==> src/design/bis_pkg.sv <==
// Package for the bilinear image sampler: field widths, codes, reset values
// and the helper that sizes the command word. No dependencies.
`default_nettype none

package bis_pkg;

    // Fixed field widths
    localparam int OPCODE_W   = 1;
    localparam int LD_ADDR_W  = 16;
    localparam int PIXEL_W    = 32;
    localparam int POS_W      = 18;
    localparam int CHAN_W     = 8;
    localparam int NUM_CHAN   = 4;
    localparam int DIM_W      = 9;
    localparam int CCOUNT_W   = 3;
    localparam int CFG_IDX_W  = 2;
    localparam int CFG_DATA_W = 9;

    // Parameter defaults
    localparam int MAX_ROWS_DEF      = 256;
    localparam int MAX_COLS_DEF      = 256;
    localparam int FRACTION_BITS_DEF = 8;

    // Queue between front and back
    localparam int QUEUE_DEPTH = 4;

    // Opcodes
    localparam logic [OPCODE_W-1:0] OP_LOAD   = 1'b0;
    localparam logic [OPCODE_W-1:0] OP_SAMPLE = 1'b1;

    // Register indexes
    localparam logic [CFG_IDX_W-1:0] CFG_HEIGHT   = 2'd0;
    localparam logic [CFG_IDX_W-1:0] CFG_WIDTH    = 2'd1;
    localparam logic [CFG_IDX_W-1:0] CFG_CHANNELS = 2'd2;

    // Register reset values
    localparam logic [DIM_W-1:0]    HEIGHT_RST   = 9'd256;
    localparam logic [DIM_W-1:0]    WIDTH_RST    = 9'd256;
    localparam logic [CCOUNT_W-1:0] CHANNELS_RST = 3'd4;

    // Queue status
    typedef struct packed {
        logic full;
        logic empty;
    } t_q_stat;

    // Width of a command word: sample flag, write enable, four store
    // addresses, pixel word, two fractions.
    function automatic int f_cmd_bits(input int addr_w, input int frac_w);
        return 2 + 4 * addr_w + PIXEL_W + 2 * frac_w;
    endfunction

endpackage

`default_nettype wire

==> src/design/bis_queue.sv <==
// Short command queue between front and back end. Uses bis_pkg.
`default_nettype none

module bis_queue #(
    parameter int DW    = 8,
    parameter int DEPTH = bis_pkg::QUEUE_DEPTH
) (
    input  wire logic            i_clk,
    input  wire logic            i_rst_n,
    input  wire logic            i_push,
    input  wire logic [DW-1:0]   i_data,
    input  wire logic            i_pop,
    output logic [DW-1:0]        o_data,
    output bis_pkg::t_q_stat     o_stat
);

    localparam int PTR_W = $clog2(DEPTH);
    localparam int CNT_W = $clog2(DEPTH + 1);

    logic [DW-1:0]    r_mem [DEPTH];
    logic [PTR_W-1:0] r_wr_ptr, r_rd_ptr;
    logic [CNT_W-1:0] r_count, n_count;

    assign o_data       = r_mem[r_rd_ptr];
    assign o_stat.full  = (r_count == CNT_W'(DEPTH));
    assign o_stat.empty = (r_count == '0);

    always_comb begin
        n_count = r_count;
        if (i_push && !i_pop) begin
            n_count = r_count + CNT_W'(1);
        end else if (!i_push && i_pop) begin
            n_count = r_count - CNT_W'(1);
        end
    end

    always_ff @(posedge i_clk) begin
        if (!i_rst_n) begin
            r_wr_ptr <= '0;
            r_rd_ptr <= '0;
            r_count  <= '0;
        end else begin
            r_count <= n_count;
            if (i_push) begin
                r_wr_ptr <= (r_wr_ptr == PTR_W'(DEPTH - 1)) ? '0 : r_wr_ptr + PTR_W'(1);
            end
            if (i_pop) begin
                r_rd_ptr <= (r_rd_ptr == PTR_W'(DEPTH - 1)) ? '0 : r_rd_ptr + PTR_W'(1);
            end
        end
    end

    always_ff @(posedge i_clk) begin
        if (i_push) begin
            r_mem[r_wr_ptr] <= i_data;
        end
    end

endmodule

`default_nettype wire

==> config.mk <==
export PLATFORM = sky130hd
export DESIGN_NAME = bis_queue
export DESIGN_NICKNAME = d
export VERILOG_FILES = /design/src/design/bis_pkg.sv /design/src/design/bis_queue.sv
export SDC_FILE = /design/constraint.sdc
export NUM_CORES = 1
export LEC_CHECK = 0
export ABC_AREA = 0
export BUFFER_PORTS_ARGS = -buffer_cell sky130_fd_sc_hd__buf_2
export CORE_UTILIZATION = 40
export DETAILED_ROUTE_END_ITERATION = 6
export PLACE_DENSITY_LB_ADDON = 0.12
export RECOVER_POWER = 25
export SYNTH_ARGS = -nofsm -noshare
export SYNTH_HDL_FRONTEND = slang
export SYNTH_SLANG_ARGS = --single-unit
==> constraint.sdc <==
create_clock -name i_clk -period 3.2 [get_ports i_clk]
set_input_delay 0.64 -clock i_clk [delete_from_list [all_inputs] [get_ports i_clk]]
set_output_delay 0.64 -clock i_clk [all_outputs]
set_load 0.005 [all_outputs]
* Word-level counts from Yosys, hierarchy flattened
Memories as Yosys holds them, arrays and structs flattened. A register that Yosys moved wholly into a read port is not among the register bits. Index checks and enable logic that the tools add are counted.
Word-level totals: register bits 7, output and inout port bits 10, memories 1, input port bits 12, bits in writable memories 32
Memories:
- r_mem | depth 4, bits a word 8, rd ports 1, clocked after memory_dff 1, wr ports 1, line bis_queue.sv:20 | logic [DW-1:0] r_mem [DEPTH];
Cells by class: reduce and logical (&&, ||, !) cells 6, equal/unequal tests 3, multiplexer cells 8, $add $sub $neg 4
Operators by type and width (count):
- $mux W2 | 4
- $mux W3 | 2
- $add A2 B1 Y2 const B | 2
- $eq A2 B2 Y1 const B | 2
- $add A3 B1 Y3 const B | 1
- $eq A3 B3 Y1 const B | 1
- $logic_not A3 Y1 | 1
- $sub A3 B1 Y3 const B | 1
- $logic_and A1 B1 Y1 | 2
- $logic_not A1 Y1 | 2
- $mux W1 | 2
- $reduce_bool A2 Y1 | 1

* Logic depth before layout (Yosys ltp)
depth in word-level cells 4, depth in mapped cells 7, mapped depth without buffers 7

* Least setup slack after synthesis
OpenSTA, ideal clock, no wires.
path kind input port to flip-flop, from input port i_pop, to register r_count[2], path buffers 0, data required time 3.130 ns, path slack 1.297 ns, library setup time 0.070 ns, cell stages on the path 7, data arrival time 1.833 ns, path through inv_1 > ha_1 > inv_1 > fa_1 > xor2_1 > or3_1 > a21boi_1
Between the ends: longest elaborated chain between the ends 3
Ends and longest elaborated chain:
- start, declared | line bis_queue.sv:12 | input wire logic i_pop,
- $logic_not A1 Y1 | line bis_queue.sv:30 | if (i_push && !i_pop) begin
- $logic_and A1 B1 Y1 | line bis_queue.sv:30
- $mux W3 or $reduce_bool A2 Y1 (tied branches)
- end signal, assigned | line bis_queue.sv:43 | r_count <= n_count;
- end, declared | line bis_queue.sv:22 | logic [CNT_W-1:0] r_count, n_count;
Parallel ways exist; a longest one is shown, timed or not. A chain may end at the register's enable or synchronous reset.

==> results.txt <==
Outcome: completed
Ranking of synthesized cells by area: edfxtp_1, dfxtp_1, mux4_2, ha_1, mux2i_1
Area of the multi-input gates: 443 sq um
WP buf/inv: 1
Primary FF master, synth: edfxtp_1
Hold Path Class: reg -> reg
Hold-fix buffers at CTS: 0
Leak Pwr: 0.661 nW
Combinational Power Share: 10.5%
Maximum VDD drop: 310 uV
Layout cells sized above 1: 26.5%
Share of the synthesized area in the top cell type: 59.5%
Synth cell types: 20
Worst path cell trace: mux4_2, buf_2
Max Cap Violations: 0
Power Density: 576 mW/mm^2
Sw Ratio: 23.1%
GRT overflow: 0
Antenna viol nets, final: 0
P_int: 0.817 mW
Post-Place Cells: 153
Vias: 783
P&R area growth vs syn: 14.1%
First-pass GRT wire length: 3820 microns
Sink Count: 41
NetSw: 0.245 mW
Cell family with most CP delay: flip-flops
FP Rows: 22
Chip width: 65.5 microns
Inserted Diodes: 0
DRC Markers: 0
PortBufs: 21
Io pins: 22
Post-DR vias/cell: 4.86
GP Congestion: 0.705
Yosys reg bits: 41
Post-layout min period: 2.34 ns
F_max: 0.427 GHz
Post-synth EDFFs: 32
Clock buffer count from CTS: 5
Nets: 131
Part of the power in the clock network: 30.4%
DR iter-0 viols: 23
Count leader, synth: edfxtp_1
Vias in the first global route: 759
Starting density of the core: 42.8%
Startpoint Class: register
Setup repair bufs after CTS: 0
Max incr delay on CP: 0.69 ns
Hold Vio Cnt, Final: 0
Worst-path clk slew: 0.07 ns
Total Neg Setup Slack: 0 ns
1st-pass router iterations: 3
Core Box Area: 0.00377 sq mm
Synthesized instance count: 86
Avg Synthesized Cell Area: 18.8 sq um
H-tree Lvls: 2
Area of the mapped netlist: 0.00162 sq mm
Synth cell count leaders: edfxtp_1, dfxtp_1, mux4_2
Total Wirelength: 2450 microns
CP Class: reg -> out
Worst-Margin Slew: 0.575 ns
Net Count, Synth: 105
Worst-path fanout max: 8
Reg area: 0.00114 sq mm
Unrepaired setup endpoints after global routing: no
Max-slew violations: 0
CP Data Required Time: 2.56 ns
Post-CTS sizing: 0
Sequential share of power: 59.2%
CTS root buffer: clkbuf_8
Die height: 65.5 microns
Yosys warnings: 0
Crit end category: output port
Worst path arrival time: 1.70 ns
Gr usage total: 13.3%
DP HPWL: 1690 microns
Largest net degree at the start of global routing: 14
Sequential share of the synthesized area: 70.6%
Max stage delay cell, worst path: dfxtp_1
Worst Skew: 0.00535 ns
Fin cells: 161
Power, Total: 1.06 mW
Slew margin rel.: 61.6%
Ys async rst share: 0%
CTS tree: yes
Wirelength per Cell: 15.2 microns
Fill count: 331
Worst-skew pair later-pin latency: 0.29 ns
Yosys top cell by area: edfxtp_1
Antenna violations before repair: 0
Finished Core Util: 48.9%
Maximum root-to-sink buffer count: 2
Die ar.: 0.00430 sq mm
Final setup violation count: 0
Period utilization: 73.2%
==> flip-flops by register name, summed over array words and instances, names as in the netlist, named ones only <==
name,cells
r_rd_ptr,2
r_wr_ptr,2
r_mem,32
r_count,3
==> worst register-to-register path: stages, from the launching register on <==
cell and delay (ns):
dfxtp_1 0.36, fa_1 0.44, xor2_1 0.15, or3_1 0.31, a21boi_1 0.14
==> cell type report <==
class	count	area share [%]
Sequential cell	41	61.9
Clock inverter	3	0.950
Clock buffer	5	3.73
Inverter	4	0.815
Timing Repair Buffer	21	5.30
Multi-Input combinational cell	39	24.0
Tap cell	48	3.26
==> power by group through the flow <==
stage	Sequential, mW	Clock, mW	Combinational (mW)
after CTS	0.629	0.329	0.115
after global placement	0.640	0	0.109
after global routing	0.634	0.355	0.127
after floorplan	0.629	0	0.0775
after detailed placement	0.641	0	0.114
final	0.628	0.323	0.111
==> logic make-up after synthesis <==
family,synth area share (%)
flip-flops,70.6
XOR/XNOR,1.08
AO/OA/AOI/OAI,1.24
AND/OR/NAND/NOR,5.58
adder cells (fa/ha/maj),5.89
multiplexers,13.6
buffers and inverters,1.94
==> worst paths after layout <==
path         startpoint  slack (ns)          to  cells after the start
min reg2reg  r_count[2]        0.53  r_count[2]                      2
max            register        0.86   o_data[5]                      2
min          r_count[2]        0.53  r_count[2]                      2
max reg2reg  r_count[0]        1.73  r_count[2]                      4
==> cells in the final DEF, fill, tap and decap left out, drive strengths merged, types with 2 or more instances in the layout <==
cell    netlist  routed
mux4          8       8
inv           4       4
nor2b         5       5
edfxtp       32      32
clkinv        0       3
and2          5       5
ha            6       6
nor3          2       2
dfxtp         9       9
buf           1      15
mux2i         4       4
clkbuf        1      11
==> per-stage QoR <==
stage	hold slack, ns	worst slack, ns	cell area, sq um
floorplan	0.465	1.30	1620
CTS	0.519	0.810	1850
global route	0.570	0.747	1840
finish	0.526	0.858	1840
global placement	0.481	1.13	1760
detailed placement	0.507	1.03	1760
==> routing by layer <==
layer,wire [microns],GRT usage [%],vias to the layer above
li1,-,-,375
met1,1180,17.6,389
met2,1120,19.5,15
met3,97,4.17,4
met4,57,7.34,0
met5,0,0,-
(Power assumes the default switching activity.)
