===== config.mk =====
export PLATFORM = sky130hd
export DESIGN_NAME = bis_front_flat
export DESIGN_NICKNAME = d
export VERILOG_FILES = /design/src/design/bis_pkg.sv /design/src/design/bis_if.sv /design/src/design/bis_axis.sv /design/src/design/bis_front.sv /design/src/flat_wrapper.sv
export SDC_FILE = /design/constraint.sdc
export NUM_CORES = 1
export LEC_CHECK = 0
export ABC_AREA = 1
export CAP_MARGIN = 20
export CORE_UTILIZATION = 45
export CTS_CLUSTER_DIAMETER = 50
export DETAILED_ROUTE_END_ITERATION = 16
export DONT_BUFFER_PORTS = 1
export SYNTH_ARGS = -nofsm -noshare
export SYNTH_HDL_FRONTEND = slang
export SYNTH_HIERARCHICAL = 1
export SYNTH_SLANG_ARGS = --single-unit
export TNS_END_PERCENT = 30

===== constraint.sdc =====
create_clock -name i_clk -period 9.6 [get_ports i_clk]
set_clock_uncertainty 0.05 [all_clocks]
set_input_delay 1.92 -clock i_clk [delete_from_list [all_inputs] [get_ports i_clk]]
set_output_delay 1.92 -clock i_clk [all_outputs]
set_load 0.1 [all_outputs]

===== src/design/bis_pkg.sv =====
// Package for the bilinear image sampler: field widths, codes, reset values
// and the helper that sizes the command word. No dependencies.
`default_nettype none

package bis_pkg;

    // Fixed field widths
    localparam int OPCODE_W   = 1;
    localparam int LD_ADDR_W  = 16;
    localparam int PIXEL_W    = 32;
    localparam int POS_W      = 18;
    localparam int CHAN_W     = 8;
    localparam int NUM_CHAN   = 4;
    localparam int DIM_W      = 9;
    localparam int CCOUNT_W   = 3;
    localparam int CFG_IDX_W  = 2;
    localparam int CFG_DATA_W = 9;

    // Parameter defaults
    localparam int MAX_ROWS_DEF      = 256;
    localparam int MAX_COLS_DEF      = 256;
    localparam int FRACTION_BITS_DEF = 8;

    // Queue between front and back
    localparam int QUEUE_DEPTH = 4;

    // Opcodes
    localparam logic [OPCODE_W-1:0] OP_LOAD   = 1'b0;
    localparam logic [OPCODE_W-1:0] OP_SAMPLE = 1'b1;

    // Register indexes
    localparam logic [CFG_IDX_W-1:0] CFG_HEIGHT   = 2'd0;
    localparam logic [CFG_IDX_W-1:0] CFG_WIDTH    = 2'd1;
    localparam logic [CFG_IDX_W-1:0] CFG_CHANNELS = 2'd2;

    // Register reset values
    localparam logic [DIM_W-1:0]    HEIGHT_RST   = 9'd256;
    localparam logic [DIM_W-1:0]    WIDTH_RST    = 9'd256;
    localparam logic [CCOUNT_W-1:0] CHANNELS_RST = 3'd4;

    // Queue status
    typedef struct packed {
        logic full;
        logic empty;
    } t_q_stat;

    // Width of a command word: sample flag, write enable, four store
    // addresses, pixel word, two fractions.
    function automatic int f_cmd_bits(input int addr_w, input int frac_w);
        return 2 + 4 * addr_w + PIXEL_W + 2 * frac_w;
    endfunction

endpackage

`default_nettype wire


===== src/design/bis_if.sv =====
// Handshake interfaces of the sampler: input words, result words and the
// register write channel. Depends on bis_pkg.
`default_nettype none

interface bis_in_if;
    logic                                valid;
    logic                                ready;
    logic [bis_pkg::OPCODE_W-1:0]        opcode;
    logic [bis_pkg::LD_ADDR_W-1:0]       load_address;
    logic [bis_pkg::PIXEL_W-1:0]         load_pixel;
    logic signed [bis_pkg::POS_W-1:0]    row_position;
    logic signed [bis_pkg::POS_W-1:0]    col_position;

    modport source (output valid, opcode, load_address, load_pixel, row_position,
                    col_position, input ready);
    modport sink   (input valid, opcode, load_address, load_pixel, row_position,
                    col_position, output ready);
endinterface


`default_nettype wire


===== src/design/bis_axis.sv =====
// One axis of the sample position: limits the dimension, clamps the position
// and splits it into base index, neighbour index and fraction. Uses bis_pkg.
`default_nettype none

module bis_axis #(
    parameter int DIM_MAX = bis_pkg::MAX_ROWS_DEF,
    parameter int FRAC_W  = bis_pkg::FRACTION_BITS_DEF
) (
    input  wire logic [bis_pkg::DIM_W-1:0]        i_dim,
    input  wire logic signed [bis_pkg::POS_W-1:0] i_pos,
    output logic [$clog2(DIM_MAX)-1:0]            o_lo,
    output logic [$clog2(DIM_MAX)-1:0]            o_hi,
    output logic [FRAC_W-1:0]                     o_frac
);

    localparam int IDX_W = $clog2(DIM_MAX);
    localparam int UW    = IDX_W + FRAC_W;
    localparam int CW    = (UW + 1 > bis_pkg::POS_W) ? UW + 1 : bis_pkg::POS_W;

    logic [IDX_W-1:0]     top_idx;
    logic [UW-1:0]        top_pos;
    logic signed [CW-1:0] pos_x;
    logic signed [CW-1:0] top_x;
    logic [UW-1:0]        pos_c;

    // Last usable index, with the dimension held to 2..DIM_MAX
    always_comb begin
        if (i_dim < bis_pkg::DIM_W'(2)) begin
            top_idx = IDX_W'(1);
        end else if (32'(i_dim) > DIM_MAX) begin
            top_idx = IDX_W'(DIM_MAX - 1);
        end else begin
            top_idx = IDX_W'(i_dim - bis_pkg::DIM_W'(1));
        end
    end

    assign top_pos = {top_idx, FRAC_W'(0)};
    assign pos_x   = CW'(i_pos);
    assign top_x   = CW'({1'b0, top_pos});

    always_comb begin
        if (pos_x[CW-1]) begin
            pos_c = '0;
        end else if (pos_x > top_x) begin
            pos_c = top_pos;
        end else begin
            pos_c = pos_x[UW-1:0];
        end
    end

    assign o_lo   = pos_c[UW-1:FRAC_W];
    assign o_frac = pos_c[FRAC_W-1:0];
    // at the far edge the neighbour is the pixel itself (fraction is 0 there)
    assign o_hi   = (o_lo == top_idx) ? o_lo : o_lo + IDX_W'(1);

endmodule

`default_nettype wire


===== src/design/bis_front.sv =====
// Front end: takes input words, classifies load or sample, works out store
// addresses and fractions, and pushes a command word. Uses bis_pkg, bis_axis.
`default_nettype none

module bis_front #(
    parameter int MAX_ROWS      = bis_pkg::MAX_ROWS_DEF,
    parameter int MAX_COLS      = bis_pkg::MAX_COLS_DEF,
    parameter int FRACTION_BITS = bis_pkg::FRACTION_BITS_DEF,
    parameter int CMD_W         = bis_pkg::f_cmd_bits($clog2(MAX_ROWS * MAX_COLS),
                                                      FRACTION_BITS)
) (
    input  wire logic                       i_clk,
    input  wire logic                       i_rst_n,
    bis_in_if.sink                          i_in,
    input  wire logic [bis_pkg::DIM_W-1:0]  i_height,
    input  wire logic [bis_pkg::DIM_W-1:0]  i_width,
    input  wire bis_pkg::t_q_stat           i_q_stat,
    output logic                            o_push,
    output logic [CMD_W-1:0]                o_cmd
);

    localparam int DEPTH  = MAX_ROWS * MAX_COLS;
    localparam int ADDR_W = $clog2(DEPTH);
    localparam int RIDX_W = $clog2(MAX_ROWS);
    localparam int CIDX_W = $clog2(MAX_COLS);

    typedef struct packed {
        logic                          sample;
        logic                          wr_en;
        logic [ADDR_W-1:0]             a00;
        logic [ADDR_W-1:0]             a01;
        logic [ADDR_W-1:0]             a10;
        logic [ADDR_W-1:0]             a11;
        logic [bis_pkg::PIXEL_W-1:0]   pixel;
        logic [FRACTION_BITS-1:0]      fr;
        logic [FRACTION_BITS-1:0]      fc;
    } t_cmd;

    logic [RIDX_W-1:0]        r0, r1;
    logic [CIDX_W-1:0]        c0, c1;
    logic [FRACTION_BITS-1:0] fr, fc;
    logic [ADDR_W+bis_pkg::LD_ADDR_W-1:0] ld_wide;
    logic                     in_take;
    t_cmd                     n_cmd;
    t_cmd                     r_cmd;
    logic                     r_valid;

    bis_axis #(.DIM_MAX(MAX_ROWS), .FRAC_W(FRACTION_BITS)) u_row (
        .i_dim (i_height),
        .i_pos (i_in.row_position),
        .o_lo  (r0),
        .o_hi  (r1),
        .o_frac(fr)
    );

    bis_axis #(.DIM_MAX(MAX_COLS), .FRAC_W(FRACTION_BITS)) u_col (
        .i_dim (i_width),
        .i_pos (i_in.col_position),
        .o_lo  (c0),
        .o_hi  (c1),
        .o_frac(fc)
    );

    assign ld_wide = {ADDR_W'(0), i_in.load_address};

    always_comb begin
        n_cmd        = '0;
        n_cmd.sample = (i_in.opcode == bis_pkg::OP_SAMPLE);
        n_cmd.pixel  = i_in.load_pixel;
        n_cmd.fr     = fr;
        n_cmd.fc     = fc;
        n_cmd.a01    = ADDR_W'(r0) * ADDR_W'(MAX_COLS) + ADDR_W'(c1);
        n_cmd.a10    = ADDR_W'(r1) * ADDR_W'(MAX_COLS) + ADDR_W'(c0);
        n_cmd.a11    = ADDR_W'(r1) * ADDR_W'(MAX_COLS) + ADDR_W'(c1);
        if (n_cmd.sample) begin
            n_cmd.a00 = ADDR_W'(r0) * ADDR_W'(MAX_COLS) + ADDR_W'(c0);
        end else begin
            // writes beyond the store are dropped
            n_cmd.wr_en = (32'(i_in.load_address) < DEPTH);
            n_cmd.a00   = ld_wide[ADDR_W-1:0];
        end
    end

    assign i_in.ready = !r_valid || !i_q_stat.full;
    assign in_take    = i_in.valid && i_in.ready;
    assign o_push     = r_valid && !i_q_stat.full;
    assign o_cmd      = r_cmd;

    always_ff @(posedge i_clk) begin
        if (!i_rst_n) begin
            r_valid <= 1'b0;
        end else if (i_in.ready) begin
            r_valid <= i_in.valid;
        end
    end

    always_ff @(posedge i_clk) begin
        if (in_take) begin
            r_cmd <= n_cmd;
        end
    end

endmodule

`default_nettype wire


===== src/flat_wrapper.sv =====
// flat-port wrapper written by rule: the top's interface ports become plain ports
module bis_front_flat 
#(
    parameter int MAX_ROWS      = bis_pkg::MAX_ROWS_DEF,
    parameter int MAX_COLS      = bis_pkg::MAX_COLS_DEF,
    parameter int FRACTION_BITS = bis_pkg::FRACTION_BITS_DEF,
    parameter int CMD_W         = bis_pkg::f_cmd_bits($clog2(MAX_ROWS * MAX_COLS),
                                                      FRACTION_BITS)
)
  (i_clk, i_rst_n, i_height, i_width, i_q_stat, o_push, o_cmd, i_in_valid, i_in_opcode, i_in_load_address, i_in_load_pixel, i_in_row_position, i_in_col_position, i_in_ready);
  bis_in_if i_in_i ();
  input  wire logic i_clk;
  input  wire logic i_rst_n;
  input  wire logic [bis_pkg::DIM_W-1:0] i_height;
  input  wire logic [bis_pkg::DIM_W-1:0] i_width;
  input  wire bis_pkg::t_q_stat i_q_stat;
  output logic o_push;
  output logic [CMD_W-1:0] o_cmd;
  input wire logic [$bits(i_in_i.valid)-1:0] i_in_valid;
  input wire logic [$bits(i_in_i.opcode)-1:0] i_in_opcode;
  input wire logic [$bits(i_in_i.load_address)-1:0] i_in_load_address;
  input wire logic [$bits(i_in_i.load_pixel)-1:0] i_in_load_pixel;
  input wire logic [$bits(i_in_i.row_position)-1:0] i_in_row_position;
  input wire logic [$bits(i_in_i.col_position)-1:0] i_in_col_position;
  output wire logic [$bits(i_in_i.ready)-1:0] i_in_ready;
  assign i_in_i.valid = i_in_valid;
  assign i_in_i.opcode = i_in_opcode;
  assign i_in_i.load_address = i_in_load_address;
  assign i_in_i.load_pixel = i_in_load_pixel;
  assign i_in_i.row_position = i_in_row_position;
  assign i_in_i.col_position = i_in_col_position;
  assign i_in_ready = i_in_i.ready;
  bis_front #(.MAX_ROWS(MAX_ROWS), .MAX_COLS(MAX_COLS), .FRACTION_BITS(FRACTION_BITS), .CMD_W(CMD_W)) u_core (.i_clk(i_clk), .i_rst_n(i_rst_n), .i_in(i_in_i), .i_height(i_height), .i_width(i_width), .i_q_stat(i_q_stat), .o_push(o_push), .o_cmd(o_cmd));
endmodule

### Word-level counts from Yosys, hierarchy flattened

Index checks and enable logic that the tools add are counted.
W data, S select, Z words.

* add/subtract/negate cells: 8
* magnitude comparators: 6
* eq/ne operators: 2
* mux-type cells: 12
* reductions and logical operators: 7

Operator list (number)
* $mux W16: 5
* $add A16 B8 Y16: 4
* $mux W8: 6
* $gt A18 B17 Y1: 2
* $gt A9 B9 Y1 const B: 2
* $lt A9 B2 Y1 const B: 2
* $add A8 B1 Y8 const B: 2
* $eq A8 B8 Y1: 2
* $sub A8 B1 Y8 const B: 2
* $reduce_or A2 Y1: 2
* $logic_and A1 B1 Y1: 2
* $logic_not A1 Y1: 2
* $logic_or A1 B1 Y1: 1
* $mux W1: 1

* flip-flop bits (word level): 115
* input bits: 108
* word-level logic and storage cells: 45

### Logic depth before layout (Yosys ltp)

* word-level depth: 9
* depth in mapped cells: 29
* gate-level depth less buffers: 28

### Hierarchy

The synthesis kept the hierarchy.

Modules (own cells, without submodules)
* bis_front: instances 1, cells each 174, area each 3350.7 sq um, seq. area each 2962.8 sq um
* bis_axis at u_core.u_row: instances 1, cells each 252, area each 1443.9 sq um, seq. area each 0.0 sq um
* bis_axis at u_core.u_col: instances 1, cells each 250, area each 1335.0 sq um, seq. area each 0.0 sq um

### Least setup slack after synthesis

No wires, ideal clock.

* path kind: input -> register
* start: input port i_in_valid
* end: register u_core.r_cmd (netlist bit u_core/o_cmd[0]), enable pin
* library setup time: 0.587 ns
* data arrival time: 6.692 ns
* data required time: 8.963 ns
* path slack: 2.271 ns
* stages on the path: 2
* cell sequence: inv_1 -> a21oi_1

* word-level cells in the longest chain between the ends: 1

Ends and longest elaborated chain
* start: declaration: RTL line flat_wrapper.sv:19 `input wire logic [$bits(i_in_i.valid)-1:0] i_in_valid;`
* $logic_and A1 B1 Y1: RTL line bis_front.sv:85 `assign in_take = i_in.valid && i_in.ready;`
* net u_core.in_take: RTL line bis_front.sv:43 `logic in_take;`
* end signal: assignment: RTL line bis_front.sv:99 `r_cmd <= n_cmd;`
* end: declaration: RTL line bis_front.sv:45 `t_cmd r_cmd;`

The timed path passes the listed nets, and every way through them passes these cells.
A chain may end at the register's enable or synchronous reset.

### Worst setup path after layout

* start: input port i_width[0] (netlist name)
* end: register u_core.r_cmd (netlist bit u_core/o_cmd[84]) (data pin)

* word-level cells in the longest chain between the ends: 9

Ends and longest elaborated chain
* start: declaration: RTL line flat_wrapper.sv:15 `input wire logic [bis_pkg::DIM_W-1:0] i_width;`
* $sub A8 B1 Y8 / $gt A9 B9 Y1 (equally long branches): RTL line bis_axis.sv:33, bis_axis.sv:30
* $mux W8: RTL line bis_axis.sv:30 `end else if (32'(i_dim) > DIM_MAX) begin`
* $mux W8 *: RTL line bis_axis.sv:28 `if (i_dim < bis_pkg::DIM_W'(2)) begin`
* $gt A18 B17 Y1: RTL line bis_axis.sv:44 `end else if (pos_x > top_x) begin`
* $mux W16 *: RTL line bis_axis.sv:44
* $mux W16 *: RTL line bis_axis.sv:42 `if (pos_x[CW-1]) begin`
* net u_core.c0[0]: RTL line bis_front.sv:40 `logic [CIDX_W-1:0] c0, c1;`
* $add A8 B1 Y8 / $eq A8 B8 Y1 (equally long branches): RTL line bis_axis.sv:54 `assign o_hi = (o_lo == top_idx) ? o_lo : o_lo + IDX_W'(1);`
* $mux W8 *: RTL line bis_axis.sv:54
* net u_core.c1[4]: RTL line bis_front.sv:40
* $add A16 B8 Y16 *: RTL line bis_front.sv:72 `n_cmd.a01 = ADDR_W'(r0) * ADDR_W'(MAX_COLS) + ADDR_W'(c1);`

The timed path passes the listed nets; every way through them passes the cells marked *.

==> metrics.md <==
| Metric | Value |
|---|---|
| CTS tree | `yes` |
| XOR/XNOR share of the synthesized area | `0.01429` |
| PostCTS Resize Cnt | `0` |
| Distinct cells, synth | `35` |
| Dominant synthesized flop cell | `edfxtp_1` |
| Setup violators final | `0` |
| Number of global-route vias before repair | `4092` |
| Maximum vdd drop | `0.00007611 V` |
| Root Buffer Master | `clkbuf_16` |
| Post-synthesis sequential area ratio | `0.4834` |
| Hold Slack | `678.2 ps` |
| CTS H-Tree Depth | `3` |
| Diode count | `0` |
| Req. time, crit path | `9650 ps` |
| DIE AREA | `0.01409 mm2` |
| TNS Setup | `0 ps` |
| Async SR Flop Fraction | `0` |
| Post-synth EDFFs | `98` |
| P_leak | `0.003181 uW` |
| Setup crit end kind | `flop` |
| Bufs on Longest Clock Path | `2` |
| 1st-pass router iterations | `4` |
| Worst Tran Pin Value | `1074 ps` |
| Vias/cell | `5.051` |
| Die Height | `118.7 um` |
| Startpoint types | `input port` |
| Hold Crit Class | `reg2reg` |
| Outcome | `finished clean` |
| Overflow after GRT | `0` |
| Initial Util | `0.4629` |
| Reg2Reg Setup Slack | `7800 ps` |
| Post-synthesis mux area share | `0` |
| Die Width | `118.7 um` |
| Wirelength per Cell | `15.42 um` |
| First-pass GRT wire length | `20820 um` |
| Layout cells sized above 1 | `0.2266` |
| Mapped cell area | `0.006130 mm2` |
| Syn Area/Cell | `9.067 um2` |
| CP Max Fanout | `24` |
| Setup bufs post-CTS | `0` |
| RSZ-0062 raised after global routing | `false` |
| CP Class | `in2reg` |
| Area Overhead vs Synth | `12.76%` |
| Synthesized-area fraction occupied by adder cells | `0.04082` |
| Post-DP HPWL | `10370 um` |
| Via count | `4344` |
| Worst EP arrival | `5060 ps` |
| Most frequent CP cell | `nand2_1` |
| Most frequent cells in the layout | `nand2_1 (192), edfxtp_1 (98), inv_1 (81)` |
| Min Tclk post-route | `5010 ps` |
| Syn Nets | `804` |
| PwrDens | `200.1 mW/mm2` |
| Compound-cell area share of the yosys netlist | `0.03572` |
| DR DRC count | `0` |
| Relative slew slack | `0.2829` |
| Slew Viols, Final | `0` |
| Synth Register Bits | `99` |
| Syn Inst Count | `676` |
| Final worst path period share | `0.5218` |
| Post-synthesis simple-gate area fraction | `0.3195` |
| Slowest stage delay, CP | `380 ps` |
| Fmax | `0.1996 GHz` |
| Largest net degree at the start of global routing | `88` |
| Cells along the critical path | `inv_1 > ha_1 > inv_1 > nor2_1 > nand4_1 > nand2_1 > inv_1 > nand2_1 > nand2_1 > ha_1 > nand2_1 > nor2_2 > nand2_1 > nand2_1 > nand3_2 > nand2_1 > nand2_1 > inv_1 > ha_1 > nand3_1 > xnor2_1 > nand2_1 > nand2_1` |
| Rows | `42` |
| Iter 0 DRT Violations | `251` |
| Cts bufs inserted | `9` |
| Antenna Violating Nets Remaining | `0` |
| Initial antenna violation count | `0` |
| Main combinational cell family by area after synthesis | `simple AND/OR/NAND/NOR gates` |
| Port Buffers | `0` |
| Clock slew at the register clock pins of the worst setup and hold paths | `70 ps` |
| Final hold viol count | `0` |
| Crit path max-delay cell type | `nand3_2` |
| Post-Route WL | `13260 um` |
| Clock latency on the worst-skew pair | `340 ps` |
| I/O pin total | `224` |
| Number of max-cap violations | `0` |
| Core area | `0.01324 mm2` |
| Synth Warn # | `6` |
| Most common cell after layout, fill and taps aside | `nand2_1` |
| Placer Congestion | `0.8001` |
| CTS Hold Bufs | `0` |
| Final #Nets | `807` |
| Total track usage | `0.1893` |
| CTS sink cnt | `99` |
-- critical path: cells and delay by family --
family,cells,cell delay [ps]
adder cells (fa/ha/maj),3,740
AND/OR/NAND/NOR,15,1950
XOR/XNOR,1,140
buffers and inverters,4,310
-- metrics by stage --
| step | std cells | util | area (um2) | total power, uW | setup WS [ps] |
|---|---|---|---|---|---|
| CTS | 859 | 0.5198 | 6884 | 1393 | 4604 |
| floorplan | 676 | - | 6130 | 974.7 | 2271 |
| finish | 860 | 0.5219 | 6912 | 1383 | 4590 |
| global placement | 843 | 0.4977 | 6591 | 1033 | 4379 |
| global route | 860 | 0.5219 | 6912 | 1434 | 4288 |
| detailed placement | 843 | 0.4977 | 6591 | 1040 | 4234 |
-- final timing paths --
path                        from          endpoint  cells past startpoint
setup / recovery      i_width[0]  u_core/o_cmd[84]                     23
hold / removal    u_core/r_valid  u_core/o_cmd[21]                      1
setup reg to reg  u_core/r_valid   u_core/o_cmd[4]                      3
hold reg to reg   u_core/r_valid  u_core/o_cmd[21]                      1
-- power by group --
part | internal (uW) | switching [uW]
clock | 188 | 166
sequential | 520 | 250
combinational | 89.1 | 170
-- logic make-up after synthesis --
kind of cell	after synthesis
flip-flops	99
XOR/XNOR	10
buffers and inverters	139
AO/OA/AOI/OAI	31
adder cells (fa/ha/maj)	20
AND/OR/NAND/NOR	377
-- cells in the mapped netlist, types with 8 or more instances --
library cell	count	area share
inv_1	81	0.050
inv_2	28	0.017
nand2_4	8	0.015
buf_4	16	0.020
nand2_2	37	0.038
nor2_1	48	0.029
a21oi_1	9	0.0073
edfxtp_1	98	0.48
ha_1	20	0.041
nand4_1	11	0.011
nand3_1	43	0.035
nand2_1	192	0.12
nand3_2	12	0.020
-- flip-flops by register name (all words and copies together) (netlist names) --
register	flops
u_core/o_cmd	98
u_core/r_valid	1
-- area by class of cell --
class / instances / area [um2]
inverters: 113 / 431.7
clock inverters: 6 / 53.80
fillers: 1225 / 6331
repair buffers: 18 / 475.5
multi-input cells: 438 / 2529
flip-flops and latches: 99 / 2963
well taps: 176 / 220.2
clock buffers: 10 / 239.0
-- metal layers --
metal  part of all wire  vias to the layer above  track usage
li1                   -                     2164            -
met1               0.42                     2008       0.2353
met2               0.50                      167       0.3205
met3              0.074                        5      0.05454
met4             0.0060                        0      0.05063
met5                  0                        -            0
Note: power is estimated with default switching activity, not from simulation.
